## config.mk

```make
export PLATFORM = sky130hd
export DESIGN_NAME = fbfla_ram
export DESIGN_NICKNAME = d
export VERILOG_FILES = /design/src/rtl/fbfla_ram.sv
export SDC_FILE = /design/constraint.sdc
export NUM_CORES = 1
export LEC_CHECK = 0
export BUFFER_PORTS_ARGS = -buffer_cell sky130_fd_sc_hd__buf_2
export CAP_MARGIN = 20
export CORE_ASPECT_RATIO = 0.6
export CORE_UTILIZATION = 25
export CTS_CLUSTER_SIZE = 10
export DETAILED_ROUTE_END_ITERATION = 8
export PLACE_DENSITY = 0.49
export SKIP_LAST_GASP = 1
export SLEW_MARGIN = 40
export SYNTH_ARGS = -nofsm -noshare
export SYNTH_HDL_FRONTEND = slang
export SYNTH_SLANG_ARGS = --single-unit
```

## constraint.sdc

```tcl
create_clock -name i_clk -period 4.1 [get_ports i_clk]
set_input_delay 1.025 -clock i_clk [delete_from_list [all_inputs] [get_ports i_clk]]
set_output_delay 1.025 -clock i_clk [all_outputs]
set_load 0.01 [all_outputs]
```

## src/rtl/fbfla_ram.sv

```systemverilog
// Generic single-write, single-read RAM with a registered read port.
// Used for the next-pointer store of the allocator; depends on no package.
module fbfla_ram #(
    parameter int WIDTH = 8,
    parameter int DEPTH = 16
) (
    input  logic                     i_clk,
    input  logic                     i_we,
    input  logic [$clog2(DEPTH)-1:0] i_waddr,
    input  logic [WIDTH-1:0]         i_wdata,
    input  logic                     i_re,
    input  logic [$clog2(DEPTH)-1:0] i_raddr,
    output logic [WIDTH-1:0]         o_rdata
);

    logic [WIDTH-1:0] r_mem [DEPTH];
    logic [WIDTH-1:0] r_rdata;

    // One write and one registered read per cycle.
    always_ff @(posedge i_clk) begin
        if (i_we) begin
            r_mem[i_waddr] <= i_wdata;
        end
        if (i_re) begin
            r_rdata <= r_mem[i_raddr];
        end
    end

    assign o_rdata = r_rdata;

endmodule

```

==> impl_metrics.tcl <==
set metrics [dict create \
    switchingPower_w 0.000684 \
    yosysTopAreaCellShare_pct 78.1 \
    rsz0062_at_grt "no" \
    synth_area_mm2 0.00523 \
    routabilityCongestion 0.737 \
    syn_avg_cell_area_um2 22.8 \
    fmax_mhz 394 \
    synth_ff_type "edfxtp_1" \
    coreArea_mm2 0.0203 \
    start_kind "input port" \
    root_buffer "clkbuf_16" \
    internal_power_w 0.00258 \
    start_util_pct 25.8 \
    diodes 0 \
    synth_top_cell_by_area "edfxtp_1" \
    route.detailed.drc 0 \
    syn_inst 229 \
    fin_crit_sh_pct 61.9 \
    antenna_found_initial 0 \
    grt_max_degree 33 \
    p_comb_share_pct 4.6 \
    synth-seq-cells 136 \
    status "finished, final reports clean" \
    clockBufferDepth 2 \
    die_area_mm2 0.0215 \
    dr.pass1.iters 4 \
    skew_ns 0.0103 \
    tritoncts "yes" \
    ys_async_sr_fraction_pct 0 \
    fp.dieH_um 114 \
    grt_pass1_vias 2533 \
    regToRegStartpoint "r_mem[3][4]$_DFFE_PP_" \
    utilization_pct 31.2 \
    ir_drop_uv 284 \
    fin_nets 290 \
    cp-end-kind "register" \
    synth-edff-count 136 \
    power_density_mw_per_mm2 517 \
    final_max_slew_viol_count 0 \
    ant_nets 0 \
    multi_input_area_mm2 0.00109 \
    ctsHoldBuffers 0 \
    clk_latency_ns 0.41 \
    num_vias 2425 \
    grt_use_total_pct 11.3 \
    post_drt_wl_per_cell_um 20.3 \
    via_per_inst 4.35 \
    nFillCells 1955 \
    synthTopCellsByArea "edfxtp_1, mux4_2, mux4_1" \
    leakage_nw 2.03 \
    required_ns 4.25 \
    cts_resized 0 \
    finalPower_w 0.00327 \
    seq_area_mm2 0.00408 \
    worstPathMaxFanout 16 \
    seq_power_share_pct 48.3 \
    drt_iter0_drc 248 \
    maxCapViolCount 0 \
    min_period_ns 2.54 \
    hold_viol 0 \
    place_hpwl_um 7870 \
    synthTopCellsByCount "edfxtp_1, mux4_2, a22oi_1" \
    drive_gt1_share_pct 34.2 \
    area_growth_pct 20.8 \
    yosysSeqAreaShare_pct 78.1 \
    hold_class "register to register" \
    h-tree-depth 4 \
    cts_buffers 17 \
    syn_nets 248 \
    synth_most_common_cell "edfxtp_1" \
    power.share.switching_pct 20.9 \
    relSlewSlack_pct 48.5 \
    gr-total-overflow 0 \
    setup_viol 0 \
    ys_warn_count 0 \
    synth_cell_types 18 \
    pwr-share-clk_pct 47.2 \
    cts.sinks 136 \
    chipWidth_um 189 \
    cp.arrival_ns 2.69 \
    worstSetupPathType "input port to register" \
    cts_setup_buffers 0 \
    tightest_slew_ns 0.769 \
    drt_wl_total_um 11300 \
    crit_start "i_raddr[0]" \
    port_buffers 26 \
    io_pins 27 \
    grt_pass1_wl_um 16700 \
    fin_setup_tns_ns 0 \
    num_rows 40 \
    clk_pin_slew_worst_paths_ns 0.05 \
    hp-start "r_mem[9][1]$_DFFE_PP_" \
]
sequential cells by signal (all words and copies together), names as in the netlist:
name,flops
o_rdata,8
r_mem,128
logic make-up (layout without fill, tap and decap cells):
| logic type | after synthesis | after routing | synth area share [%] |
|---|---|---|---|
| AOI/OAI and AO/OA | 16 | 16 | 2.30 |
| buffers and inverters | 10 | 65 | 1.65 |
| DFF | 136 | 136 | 78.1 |
| muxes | 32 | 32 | 14.8 |
| and+or+nand+nor | 35 | 35 | 3.14 |
worst paths after layout:
check                                       endpoint  slack (ns)  depth (start not counted)
worst min-delay path            o_rdata[1]$_DFFE_PP_        0.76                          3
worst max register to register  o_rdata[4]$_DFFE_PP_        2.57                          3
worst max-delay path            o_rdata[1]$_DFFE_PP_        1.56                          5
worst min register to register  o_rdata[1]$_DFFE_PP_        0.76                          3
layout by cell type (no fill, tap or decap):
master	count
clkinv_1	1
nor3_1	3
clkinvlp_4	5
buf_12	1
and2_1	1
a22oi_1	16
nor3_2	1
mux4_1	14
nand3b_1	2
nand2b_1	2
nor2_2	12
buf_4	6
and2b_1	1
nor2_1	1
nand2_1	9
nor2b_2	1
mux4_2	18
clkinv_2	2
clkinv_4	2
clkbuf_16	17
inv_6	2
buf_2	26
edfxtp_1	136
bufinv_16	3
nand3_1	1
or3b_2	1
critical path, cell delays in order:
cell	delay, ns
buf_2	0.45
buf_4	0.32
mux4_1	0.59
a22oi_1	0.22
nand2_1	0.07
power groups by stage:
| stage | Combinational [W] | Sequential [W] | Clock (W) |
|---|---|---|---|
| after global placement | 0.000146 | 0.00161 | 0 |
| after detailed placement | 0.000150 | 0.00161 | 0 |
| final | 0.000149 | 0.00158 | 0.00154 |
| after global routing | 0.000162 | 0.00158 | 0.00163 |
| after floorplan | 0.0000791 | 0.00160 | 0 |
| after CTS | 0.000149 | 0.00158 | 0.00157 |
through the flow:
stage | cell area (um^2) | setup WS, ns | std cells | hold slack, ns
finish | 6320 | 1.56 | 557 | 0.764
global route | 6320 | 1.47 | 557 | 0.795
CTS | 6290 | 1.54 | 556 | 0.766
detailed placement | 5690 | 1.11 | 524 | 0.750
global placement | 5660 | 1.09 | 524 | 0.735
floorplan | 5230 | 1.58 | 229 | 0.705
metal layers:
metal	vias up	track usage, %	part of all wire [%]
met4	0	2.42	0.41
met1	1276	17.7	51
met2	78	14.9	40
li1	1067	-	-
met5	-	0	0
met3	4	3.66	8.4
area by class of cell:
type / count / area share (%)
Sequential cell: 136 / 64.6
Multi-Input combinational cell: 83 / 17.3
Clock buffer: 17 / 6.73
Tap cell: 273 / 5.41
Timing Repair Buffer: 33 / 3.09
Clock inverter: 15 / 2.79
Note: power is estimated with default switching activity, not from simulation.
